<file path="config.mk">
export PLATFORM = sky130hd
export DESIGN_NAME = smart_card_atr_parser_flat
export DESIGN_NICKNAME = d
export VERILOG_FILES = /design/src/sca_pkg.sv /design/src/sca_if.sv /design/src/sca_step.sv /design/src/smart_card_atr_parser.sv /design/src/flat_wrapper.sv
export SDC_FILE = /design/constraint.sdc
export NUM_CORES = 1
export LEC_CHECK = 0
export BUFFER_PORTS_ARGS = -buffer_cell sky130_fd_sc_hd__buf_4
export CORE_ASPECT_RATIO = 1.2
export CORE_UTILIZATION = 40
export CTS_BUF_LIST = sky130_fd_sc_hd__clkbuf_16
export CTS_CLUSTER_DIAMETER = 60
export DETAILED_ROUTE_END_ITERATION = 7
export GPL_TIMING_DRIVEN = 1
export PLACE_DENSITY_LB_ADDON = 0.3
export SLEW_MARGIN = 40
export SYNTH_ARGS = -nofsm -noshare
export SYNTH_HDL_FRONTEND = slang
export SYNTH_SLANG_ARGS = --single-unit
</file>
<file path="constraint.sdc">
create_clock -name clk_i -period 3.3 [get_ports clk_i]
set_clock_uncertainty 0.1 [all_clocks]
set_input_delay 0.165 -clock clk_i [delete_from_list [all_inputs] [get_ports clk_i]]
set_output_delay 0.165 -clock clk_i [all_outputs]
set_load 0.03 [all_outputs]
</file>
<file path="src/sca_pkg.sv">
// Shared types, codes and decode tables for the ATR parser.
package sca_pkg;

  localparam int MAX_LEVELS    = 8;
  localparam int MAX_ATR_BYTES = 64;

  localparam int PHASE_W = 3;
  localparam logic [PHASE_W-1:0] PH_WAIT_TS = 3'd0;
  localparam logic [PHASE_W-1:0] PH_T0      = 3'd1;
  localparam logic [PHASE_W-1:0] PH_IFACE   = 3'd2;
  localparam logic [PHASE_W-1:0] PH_HIST    = 3'd3;
  localparam logic [PHASE_W-1:0] PH_DONE    = 3'd4;

  localparam logic [3:0] KIND_SKIP = 4'd0;
  localparam logic [3:0] KIND_TS   = 4'd1;
  localparam logic [3:0] KIND_T0   = 4'd2;
  localparam logic [3:0] KIND_TA   = 4'd3;
  localparam logic [3:0] KIND_TB   = 4'd4;
  localparam logic [3:0] KIND_TC   = 4'd5;
  localparam logic [3:0] KIND_TD   = 4'd6;
  localparam logic [3:0] KIND_HIST = 4'd7;
  localparam logic [3:0] KIND_END  = 4'd8;

  localparam logic [7:0] TS_DIRECT  = 8'h3B;
  localparam logic [7:0] TS_INVERSE = 8'h3F;

  typedef struct packed {
    logic [PHASE_W-1:0] phase;
    logic [3:0]         pending;
    logic [3:0]         level;
    logic [3:0]         hist_left;
    logic [3:0]         hist_total;
    logic [6:0]         byte_count;
    logic [3:0]         fi;
    logic [3:0]         di;
    logic [7:0]         guard;
    logic [3:0]         protocol;
    logic               conv;
    logic               ovf;
  } parse_state_t;

  localparam parse_state_t STATE_RESET = '{
    phase:      PH_WAIT_TS,
    pending:    4'd0,
    level:      4'd0,
    hist_left:  4'd0,
    hist_total: 4'd0,
    byte_count: 7'd0,
    fi:         4'd1,
    di:         4'd1,
    guard:      8'd0,
    protocol:   4'd0,
    conv:       1'b1,
    ovf:        1'b0
  };

  // Clock rate conversion factor F, zero for all other codes.
  function automatic logic [11:0] clock_factor_lut(input logic [3:0] fi);
    logic [11:0] f;
    case (fi)
      4'd1:    f = 12'd372;
      4'd2:    f = 12'd558;
      4'd3:    f = 12'd744;
      4'd4:    f = 12'd1116;
      4'd5:    f = 12'd1488;
      4'd6:    f = 12'd1860;
      4'd9:    f = 12'd512;
      4'd10:   f = 12'd768;
      4'd11:   f = 12'd1024;
      4'd12:   f = 12'd1536;
      4'd13:   f = 12'd2048;
      default: f = 12'd0;
    endcase
    return f;
  endfunction

  // Baud rate adjustment factor D for codes 1 to 5, zero for all other codes.
  function automatic logic [4:0] rate_factor_lut(input logic [3:0] di);
    logic [4:0] d;
    case (di)
      4'd1:    d = 5'd1;
      4'd2:    d = 5'd2;
      4'd3:    d = 5'd4;
      4'd4:    d = 5'd8;
      4'd5:    d = 5'd16;
      default: d = 5'd0;
    endcase
    return d;
  endfunction

endpackage

</file>
<file path="src/sca_if.sv">
// Valid/ready channel interfaces for ATR bytes in and parse results out.
interface sca_in_if;
  logic       valid;
  logic       ready;
  logic       restart;
  logic [7:0] atr_byte;

  modport source (output valid, output restart, output atr_byte, input ready);
  modport sink   (input valid, input restart, input atr_byte, output ready);
endinterface

interface sca_out_if;
  logic        valid;
  logic        ready;
  logic [3:0]  byte_kind;
  logic [3:0]  level;
  logic        direct_convention;
  logic [3:0]  fi_code;
  logic [3:0]  di_code;
  logic [11:0] clock_factor;
  logic [4:0]  rate_factor;
  logic [7:0]  extra_guard;
  logic [3:0]  first_protocol;
  logic [3:0]  history_count;
  logic        complete;
  logic        overflow;

  modport source (
    output valid, output byte_kind, output level, output direct_convention,
    output fi_code, output di_code, output clock_factor, output rate_factor,
    output extra_guard, output first_protocol, output history_count,
    output complete, output overflow, input ready
  );
  modport sink (
    input valid, input byte_kind, input level, input direct_convention,
    input fi_code, input di_code, input clock_factor, input rate_factor,
    input extra_guard, input first_protocol, input history_count,
    input complete, input overflow, output ready
  );
endinterface

</file>
<file path="src/sca_step.sv">
// Combinational parse step: one ATR byte against the current parse state.
module sca_step (
  input  sca_pkg::parse_state_t state_i,
  input  logic                  restart_i,
  input  logic [7:0]            byte_i,
  output sca_pkg::parse_state_t state_o,
  output logic [3:0]            kind_o,
  output logic [3:0]            level_o
);
  import sca_pkg::*;

  // Where to go once the current level's interface bytes are used up.
  function automatic logic [PHASE_W-1:0] next_phase(input logic [3:0] pend,
                                                    input logic [3:0] left);
    logic [PHASE_W-1:0] p;
    if (pend != 4'd0)      p = PH_IFACE;
    else if (left != 4'd0) p = PH_HIST;
    else                   p = PH_DONE;
    return p;
  endfunction

  parse_state_t s;
  parse_state_t n;
  logic [1:0]   slot;
  logic [3:0]   left_dec;

  always_comb begin
    s = restart_i ? STATE_RESET : state_i;
    n = s;
    kind_o = KIND_SKIP;
    level_o = 4'd0;

    // Lowest pending interface byte; TD when none of TA..TC remain.
    if (s.pending[0])      slot = 2'd0;
    else if (s.pending[1]) slot = 2'd1;
    else if (s.pending[2]) slot = 2'd2;
    else                   slot = 2'd3;

    left_dec = (s.hist_left != 4'd0) ? s.hist_left - 4'd1 : s.hist_left;

    if (s.phase == PH_WAIT_TS) begin
      if (byte_i == TS_DIRECT || byte_i == TS_INVERSE) begin
        kind_o       = KIND_TS;
        n.conv       = (byte_i == TS_DIRECT);
        n.byte_count = 7'd1;
        n.phase      = PH_T0;
      end
    end else if (s.byte_count >= 7'(MAX_ATR_BYTES)) begin
      n.ovf  = 1'b1;
      kind_o = KIND_END;
    end else begin
      n.byte_count = s.byte_count + 7'd1;
      case (s.phase)
        PH_T0: begin
          kind_o       = KIND_T0;
          n.hist_total = byte_i[3:0];
          n.hist_left  = byte_i[3:0];
          n.pending    = byte_i[7:4];
          n.level      = 4'd1;
          n.phase      = next_phase(byte_i[7:4], byte_i[3:0]);
        end
        PH_IFACE: begin
          kind_o    = KIND_TA + {2'b00, slot};
          level_o   = s.level;
          n.pending = s.pending & ~(4'd1 << slot);
          case (slot)
            2'd0: begin
              if (s.level == 4'd1) begin
                n.fi = byte_i[7:4];
                n.di = byte_i[3:0];
              end
            end
            2'd2: begin
              if (s.level == 4'd1) n.guard = byte_i;
            end
            2'd3: begin
              if (s.level == 4'd1) n.protocol = byte_i[3:0];
              if (byte_i[7:4] == 4'd0) begin
                n.pending = 4'd0;
              end else if (s.level >= 4'(MAX_LEVELS)) begin
                // chain too deep: drop the announced bytes
                n.ovf     = 1'b1;
                n.pending = 4'd0;
              end else begin
                n.level   = s.level + 4'd1;
                n.pending = byte_i[7:4];
              end
            end
            default: ;
          endcase
          n.phase = next_phase(n.pending, s.hist_left);
        end
        PH_HIST: begin
          kind_o      = KIND_HIST;
          n.hist_left = left_dec;
          if (left_dec == 4'd0) n.phase = PH_DONE;
        end
        default: kind_o = KIND_END;
      endcase
    end

    state_o = n;
  end

endmodule

</file>
<file path="src/smart_card_atr_parser.sv">
// ATR parser top level: input register, parse step, result register.
// Path: a byte accepted into the input register is stepped into the result register
//   once that register is free or draining, and is then offered as a result beat.
// Throughput: one byte per cycle while the result sink is ready; the parse state loop is a
//   single step of small combinational logic from the input register to the result register.
// Reset (rst_ni low, asynchronous): both stages empty, parse state back to
//   waiting for TS with Fi = Di = 1, direct convention, no overflow.
module smart_card_atr_parser (
  input  logic clk_i,
  input  logic rst_ni,
  sca_in_if.sink    in_i,
  sca_out_if.source out_o
);
  import sca_pkg::*;

  // Input stage
  logic       in_vld_q;
  logic       in_restart_q;
  logic [7:0] in_byte_q;

  // Parse state, updated once per stepped byte
  parse_state_t st_q;
  parse_state_t st_d;
  logic [3:0]   kind_d;
  logic [3:0]   level_d;

  // Result stage
  logic         out_vld_q;
  logic [3:0]   kind_q;
  logic [3:0]   level_q;
  parse_state_t res_q;

  logic advance;

  // Step when a byte is held and the result register is free or draining.
  assign advance    = in_vld_q && (!out_vld_q || out_o.ready);
  assign in_i.ready = !in_vld_q || advance;

  always_ff @(posedge clk_i or negedge rst_ni) begin
    if (!rst_ni) begin
      in_vld_q <= 1'b0;
    end else if (in_i.ready) begin
      in_vld_q <= in_i.valid;
    end
  end

  // Payload of the input stage needs no reset.
  always_ff @(posedge clk_i) begin
    if (in_i.ready && in_i.valid) begin
      in_restart_q <= in_i.restart;
      in_byte_q    <= in_i.atr_byte;
    end
  end

  sca_step u_step (
    .state_i   (st_q),
    .restart_i (in_restart_q),
    .byte_i    (in_byte_q),
    .state_o   (st_d),
    .kind_o    (kind_d),
    .level_o   (level_d)
  );

  always_ff @(posedge clk_i or negedge rst_ni) begin
    if (!rst_ni) begin
      st_q      <= STATE_RESET;
      out_vld_q <= 1'b0;
    end else begin
      if (advance) st_q <= st_d;
      if (advance) begin
        out_vld_q <= 1'b1;
      end else if (out_o.ready) begin
        out_vld_q <= 1'b0;
      end
    end
  end

  // Result beat carries the label plus a snapshot of the state after this byte.
  always_ff @(posedge clk_i) begin
    if (advance) begin
      kind_q  <= kind_d;
      level_q <= level_d;
      res_q   <= st_d;
    end
  end

  assign out_o.valid             = out_vld_q;
  assign out_o.byte_kind         = kind_q;
  assign out_o.level             = level_q;
  assign out_o.direct_convention = res_q.conv;
  assign out_o.fi_code           = res_q.fi;
  assign out_o.di_code           = res_q.di;
  assign out_o.clock_factor      = clock_factor_lut(res_q.fi);
  assign out_o.rate_factor       = rate_factor_lut(res_q.di);
  assign out_o.extra_guard       = res_q.guard;
  assign out_o.first_protocol    = res_q.protocol;
  assign out_o.history_count     = res_q.hist_total;
  assign out_o.complete          = (res_q.phase == PH_DONE);
  assign out_o.overflow          = res_q.ovf;

  // Interface phase exactly when interface bytes are still owed.
  a_iface_pending: assert property (@(posedge clk_i) disable iff (!rst_ni)
    (st_q.phase == PH_IFACE) == (st_q.pending != 4'd0))
    else $error("interface phase and pending mask disagree");

  a_byte_limit: assert property (@(posedge clk_i) disable iff (!rst_ni)
    st_q.byte_count <= 7'(MAX_ATR_BYTES))
    else $error("byte count beyond limit");

  a_level_limit: assert property (@(posedge clk_i) disable iff (!rst_ni)
    st_q.level <= 4'(MAX_LEVELS))
    else $error("interface level beyond limit");

  // Overflow only clears through a restart byte.
  a_ovf_sticky: assert property (@(posedge clk_i) disable iff (!rst_ni)
    st_q.ovf && !(advance && in_restart_q) |=> st_q.ovf)
    else $error("overflow flag dropped without restart");

  // Interface bytes always carry a nonzero level.
  a_iface_level: assert property (@(posedge clk_i) disable iff (!rst_ni)
    out_vld_q && (kind_q == KIND_TA || kind_q == KIND_TB || kind_q == KIND_TC ||
                  kind_q == KIND_TD) |-> level_q != 4'd0)
    else $error("interface byte labelled with level zero");

endmodule
</file>
<file path="src/flat_wrapper.sv">
// flat-port wrapper written by rule: the top's interface ports become plain ports
module smart_card_atr_parser_flat import sca_pkg::*;
  (clk_i, rst_ni, in_i_valid, in_i_restart, in_i_atr_byte, in_i_ready, out_o_valid, out_o_byte_kind, out_o_level, out_o_direct_convention, out_o_fi_code, out_o_di_code, out_o_clock_factor, out_o_rate_factor, out_o_extra_guard, out_o_first_protocol, out_o_history_count, out_o_complete, out_o_overflow, out_o_ready);
  sca_in_if in_i_i ();
  sca_out_if out_o_i ();
  input  logic clk_i;
  input  logic rst_ni;
  input wire logic [$bits(in_i_i.valid)-1:0] in_i_valid;
  input wire logic [$bits(in_i_i.restart)-1:0] in_i_restart;
  input wire logic [$bits(in_i_i.atr_byte)-1:0] in_i_atr_byte;
  output wire logic [$bits(in_i_i.ready)-1:0] in_i_ready;
  output wire logic [$bits(out_o_i.valid)-1:0] out_o_valid;
  output wire logic [$bits(out_o_i.byte_kind)-1:0] out_o_byte_kind;
  output wire logic [$bits(out_o_i.level)-1:0] out_o_level;
  output wire logic [$bits(out_o_i.direct_convention)-1:0] out_o_direct_convention;
  output wire logic [$bits(out_o_i.fi_code)-1:0] out_o_fi_code;
  output wire logic [$bits(out_o_i.di_code)-1:0] out_o_di_code;
  output wire logic [$bits(out_o_i.clock_factor)-1:0] out_o_clock_factor;
  output wire logic [$bits(out_o_i.rate_factor)-1:0] out_o_rate_factor;
  output wire logic [$bits(out_o_i.extra_guard)-1:0] out_o_extra_guard;
  output wire logic [$bits(out_o_i.first_protocol)-1:0] out_o_first_protocol;
  output wire logic [$bits(out_o_i.history_count)-1:0] out_o_history_count;
  output wire logic [$bits(out_o_i.complete)-1:0] out_o_complete;
  output wire logic [$bits(out_o_i.overflow)-1:0] out_o_overflow;
  input wire logic [$bits(out_o_i.ready)-1:0] out_o_ready;
  assign in_i_i.valid = in_i_valid;
  assign in_i_i.restart = in_i_restart;
  assign in_i_i.atr_byte = in_i_atr_byte;
  assign in_i_ready = in_i_i.ready;
  assign out_o_valid = out_o_i.valid;
  assign out_o_byte_kind = out_o_i.byte_kind;
  assign out_o_level = out_o_i.level;
  assign out_o_direct_convention = out_o_i.direct_convention;
  assign out_o_fi_code = out_o_i.fi_code;
  assign out_o_di_code = out_o_i.di_code;
  assign out_o_clock_factor = out_o_i.clock_factor;
  assign out_o_rate_factor = out_o_i.rate_factor;
  assign out_o_extra_guard = out_o_i.extra_guard;
  assign out_o_first_protocol = out_o_i.first_protocol;
  assign out_o_history_count = out_o_i.history_count;
  assign out_o_complete = out_o_i.complete;
  assign out_o_overflow = out_o_i.overflow;
  assign out_o_i.ready = out_o_ready;
  smart_card_atr_parser u_core (.clk_i(clk_i), .rst_ni(rst_ni), .in_i(in_i_i), .out_o(out_o_i));
endmodule
</file>
==> key figures <==
Critical path
  – Critical Path Most Common Cell: ha_1
  – CP cell instances: nor2b_2, ha_1, nor4b_4, nand4_2, a32o_1, a31oi_2, inv_1, ha_1, nor2b_1, a211oi_1
  – Slowest stage delay, CP: between 0.4 and 0.5 ns
  – Critical path class: reg2reg
  – Crit path max fanout: 7
  – Worst EP required: ~3.5 ns
  – Worst path arrival time: between 3 and 4 ns
  – Slowest cell on crit path: edfxtp_1
  – Startpoint class of the critical path: register
  – Critical path capture point type: register

Timing
  – Final hold viol count: 0
  – Worst hold slack: ~0.021 ns
  – Final setup fails: 0
  – Max Fclk: about 330 MHz
  – Slew @ Worst Pin: about 0.79 ns
  – Period minus WS final: 3.03 ns
  – Final worst path period share: 0.920
  – Slew Limit Fails: 0
  – Fin Setup TNS: 0 ns
  – Relative slew slack: 0.471
  – RSZ-0062 raised after global routing: false

Yosys
  – Synthesized instance count: between 500 and 600
  – Count of cell types in the netlist: 64
  – Syn. warnings: 0
  – Number of synthesized register bits: 107
  – Most used DFF post-synth: dfrtp_1
  – Syn avg cell area: a little over 10 sq um
  – Seq/Total Area, Yosys: 0.531
  – Post-Syn Nets: around 550
  – Async SR Flop Fraction: 0.467
  – Mapped Area: 5380 sq um
  – Post-synth EDFFs: 46

Drt
  – Vias/cell: between 5 and 6
  – Drt total wl: 12500 um
  – DR iter-0 viols: about 400
  – Drt wl/cell: approximately 17 um
  – Pre-antenna DRT Iters: 5
  – Detailed-route DRC error count: 0
  – Vias after detailed routing: roughly 4200
  – Remaining antenna violation count: 0

Pwr
  – Sw frac: 0.319
  – Ratio of total power to cell area: around 600 nW/um^2
  – Clock power frac: 0.306
  – Leak: ~2.7 nW
  – Seq pwr share: 0.445
  – Cell-internal power: about 0.0026 W
  – Comb pwr share: 0.250
  – Sw Pwr: 0.00121 W
  – Max VDD drop: a little over 0.3 mV

Clocking
  – Reg clk slew, reported paths: 0.07 ns
  – CTS sink count: 107
  – Clock Latency Late Sink: ~0.35 ns
  – Clock Path Buffers: 2
  – CTS root buffer: clkbuf_16
  – Cts bufs inserted: 9
  – Setup bufs post-CTS: 0
  – TritonCTS clock tree: yes
  – Htree depth: 3

Run status
  – Status: complete, no violations

Floorplanning
  – Starting Density: 0.408
  – Num rows: between 40 and 50
  – Core ar.: approximately 13000 sq um
  – Die X: between 100 and 150 um
  – I/O pin count: 67
  – Die Area: ~14000 sq um
  – Die height: between 100 and 150 um

Placement
  – Post-detail-place hpwl: roughly 8500 um
  – Port buffer count: 65
  – GPL Wtd Cong: a little under 0.9

GRT
  – Overflow after GRT: 0
  – Vias in the first global route: 3897
  – Total global-route track usage: 0.185
  – First-pass GRT wire length: between 15000 and 20000 um
  – Initial antenna violation count: 0
  – Largest net degree at the start of global routing: 51

Finish
  – P&R area growth vs syn: 17.7%
  – Antenna fix cells: 0
  – Layout cells sized above 1: 0.224
  – Final #Nets: 598

Worst hold path
  – Worst Hold Class: in2reg

Flow run
  – Maxcap violations: 0
path summary, 6_finish.rpt:
kind / cells after the start / startpoint / endpoint / slack [ns]
min in group asynchronous: 2 / rst_ni / u_core.st_q[7]$_DFFE_PN0P_ / 0.29
max reg2reg: 10 / u_core.in_restart_q$_DFFE_PP_ / u_core.out_o.clock_factor[6]$_SDFF_PP0_ / 0.27
min reg2reg: 2 / u_core.st_q[21]$_DFFE_PN0P_ / u_core.st_q[21]$_DFFE_PN0P_ / 0.38
min: 3 / out_o_ready / u_core.out_o.valid$_DFFE_PN0P_ / 0.02
max: 10 / u_core.in_restart_q$_DFFE_PP_ / u_core.out_o.clock_factor[6]$_SDFF_PP0_ / 0.27
max in group asynchronous: 2 / rst_ni / u_core.st_q[20]$_DFFE_PN0P_ / 2.37
worst max-delay path, delay by kind of cell, from the launching register on:
kind | cells | cell delay, ns
AND/OR/NAND/NOR | 4 | 0.93
AO/OA/AOI/OAI | 3 | 0.86
flip-flops | 1 | 0.47
adder cells (fa/ha/maj) | 2 | 0.44
buffers and inverters | 1 | 0.17
logic make-up after synthesis:
family / share of synthesized area
AOI/OAI and AO/OA: 0.159
xor gates and xnor gates: 0.00163
adders and majority gates: 0.0233
buffers and inverters: 0.0730
DFF: 0.531
muxes: 0.0414
other: 0.000697
and+or+nand+nor: 0.171
power groups by stage:
stage                     clock network, W  registers, W  logic [W]
after floorplan                          0       0.00172   0.000643
after global placement                   0       0.00171   0.000918
after detailed placement                 0       0.00171   0.000930
after CTS                          0.00118       0.00168   0.000944
after global routing               0.00123       0.00171    0.00103
final                              0.00116       0.00169   0.000948
cells in the final DEF, fill, tap and decap left out, drive strengths merged, types with 15 or more instances in the layout:
cell    instances
buf            85
inv            16
nor3           15
a21oi          21
dfrtp          47
nand2          76
o21ai          52
edfxtp         46
nor2           36
a22o           15
through the flow:
stage	total power [W]	worst slack, ns	cell area, sq um	instances	util
after floorplan	0.00236	0.245	5380	526	-
after global placement	0.00262	0.314	5890	721	0.447
after detailed placement	0.00264	0.200	5890	721	0.447
after CTS	0.00381	0.177	6330	748	0.480
after global routing	0.00397	0.0383	6330	748	0.480
final	0.00380	0.266	6330	748	0.480
repair_timing:
action                                 CTS  global route
setup endpoints to repair                0             5
resized for setup                        0             1
hold buffers                            11             0
endpoints found under the hold margin   57             0
area by class of cell:
cell class	count	area, sq um
Clock buffer	9	225
Clock inverter	7	101
Fill cell	1189	6850
Inverter	15	56.3
Multi-Input combinational cell	346	2130
Sequential cell	107	2860
Tap cell	168	210
Timing Repair Buffer	96	748
routing by layer:
metal | global-route usage | vias to the layer above | part of all wire
met5 | 0 | - | 0
met4 | 0.0814 | 0 | 0.029
li1 | - | 1963 | -
met3 | 0.0387 | 28 | 0.050
met1 | 0.218 | 2022 | 0.41
met2 | 0.324 | 155 | 0.51
state kept, by name, summed over array words and instances (netlist names), 3 cells and up:
register,count
u_core.out_o.first_protocol,4
u_core.out_o.history_count,4
u_core.res_q,3
u_core.out_o.di_code,4
u_core.out_o.byte_kind,4
u_core.in_byte_q,8
u_core.out_o.clock_factor,11
u_core.st_q,48
u_core.out_o.fi_code,4
u_core.out_o.level,4
u_core.out_o.extra_guard,8
synth_stat cells (3+ instances only):
cell | count | area share
buf_2 | 5 | 0.0046
o21ai_0 | 46 | 0.043
and2_1 | 5 | 0.0058
nor2b_1 | 7 | 0.0081
clkbuf_1 | 20 | 0.014
edfxtp_1 | 46 | 0.26
and3_1 | 6 | 0.0070
nand2b_1 | 5 | 0.0058
dfrtp_1 | 47 | 0.22
o22ai_1 | 3 | 0.0035
nor4_1 | 5 | 0.0058
buf_1 | 5 | 0.0035
nor2_1 | 36 | 0.025
o21ai_1 | 6 | 0.0056
nor3_1 | 14 | 0.013
dfstp_2 | 3 | 0.015
inv_1 | 14 | 0.0098
a32o_1 | 3 | 0.0056
a31o_2 | 4 | 0.0065
a21o_1 | 4 | 0.0056
a31oi_1 | 3 | 0.0035
nand4_1 | 4 | 0.0046
a22o_1 | 15 | 0.024
mux2_2 | 10 | 0.021
a21oi_1 | 21 | 0.020
nand3_1 | 9 | 0.0084
ha_1 | 10 | 0.023
mux2i_1 | 11 | 0.020
dfxtp_1 | 11 | 0.041
a211oi_1 | 3 | 0.0042
nand2_1 | 76 | 0.053
buf_4 | 26 | 0.036
Power figures use the tool's default switching activity.
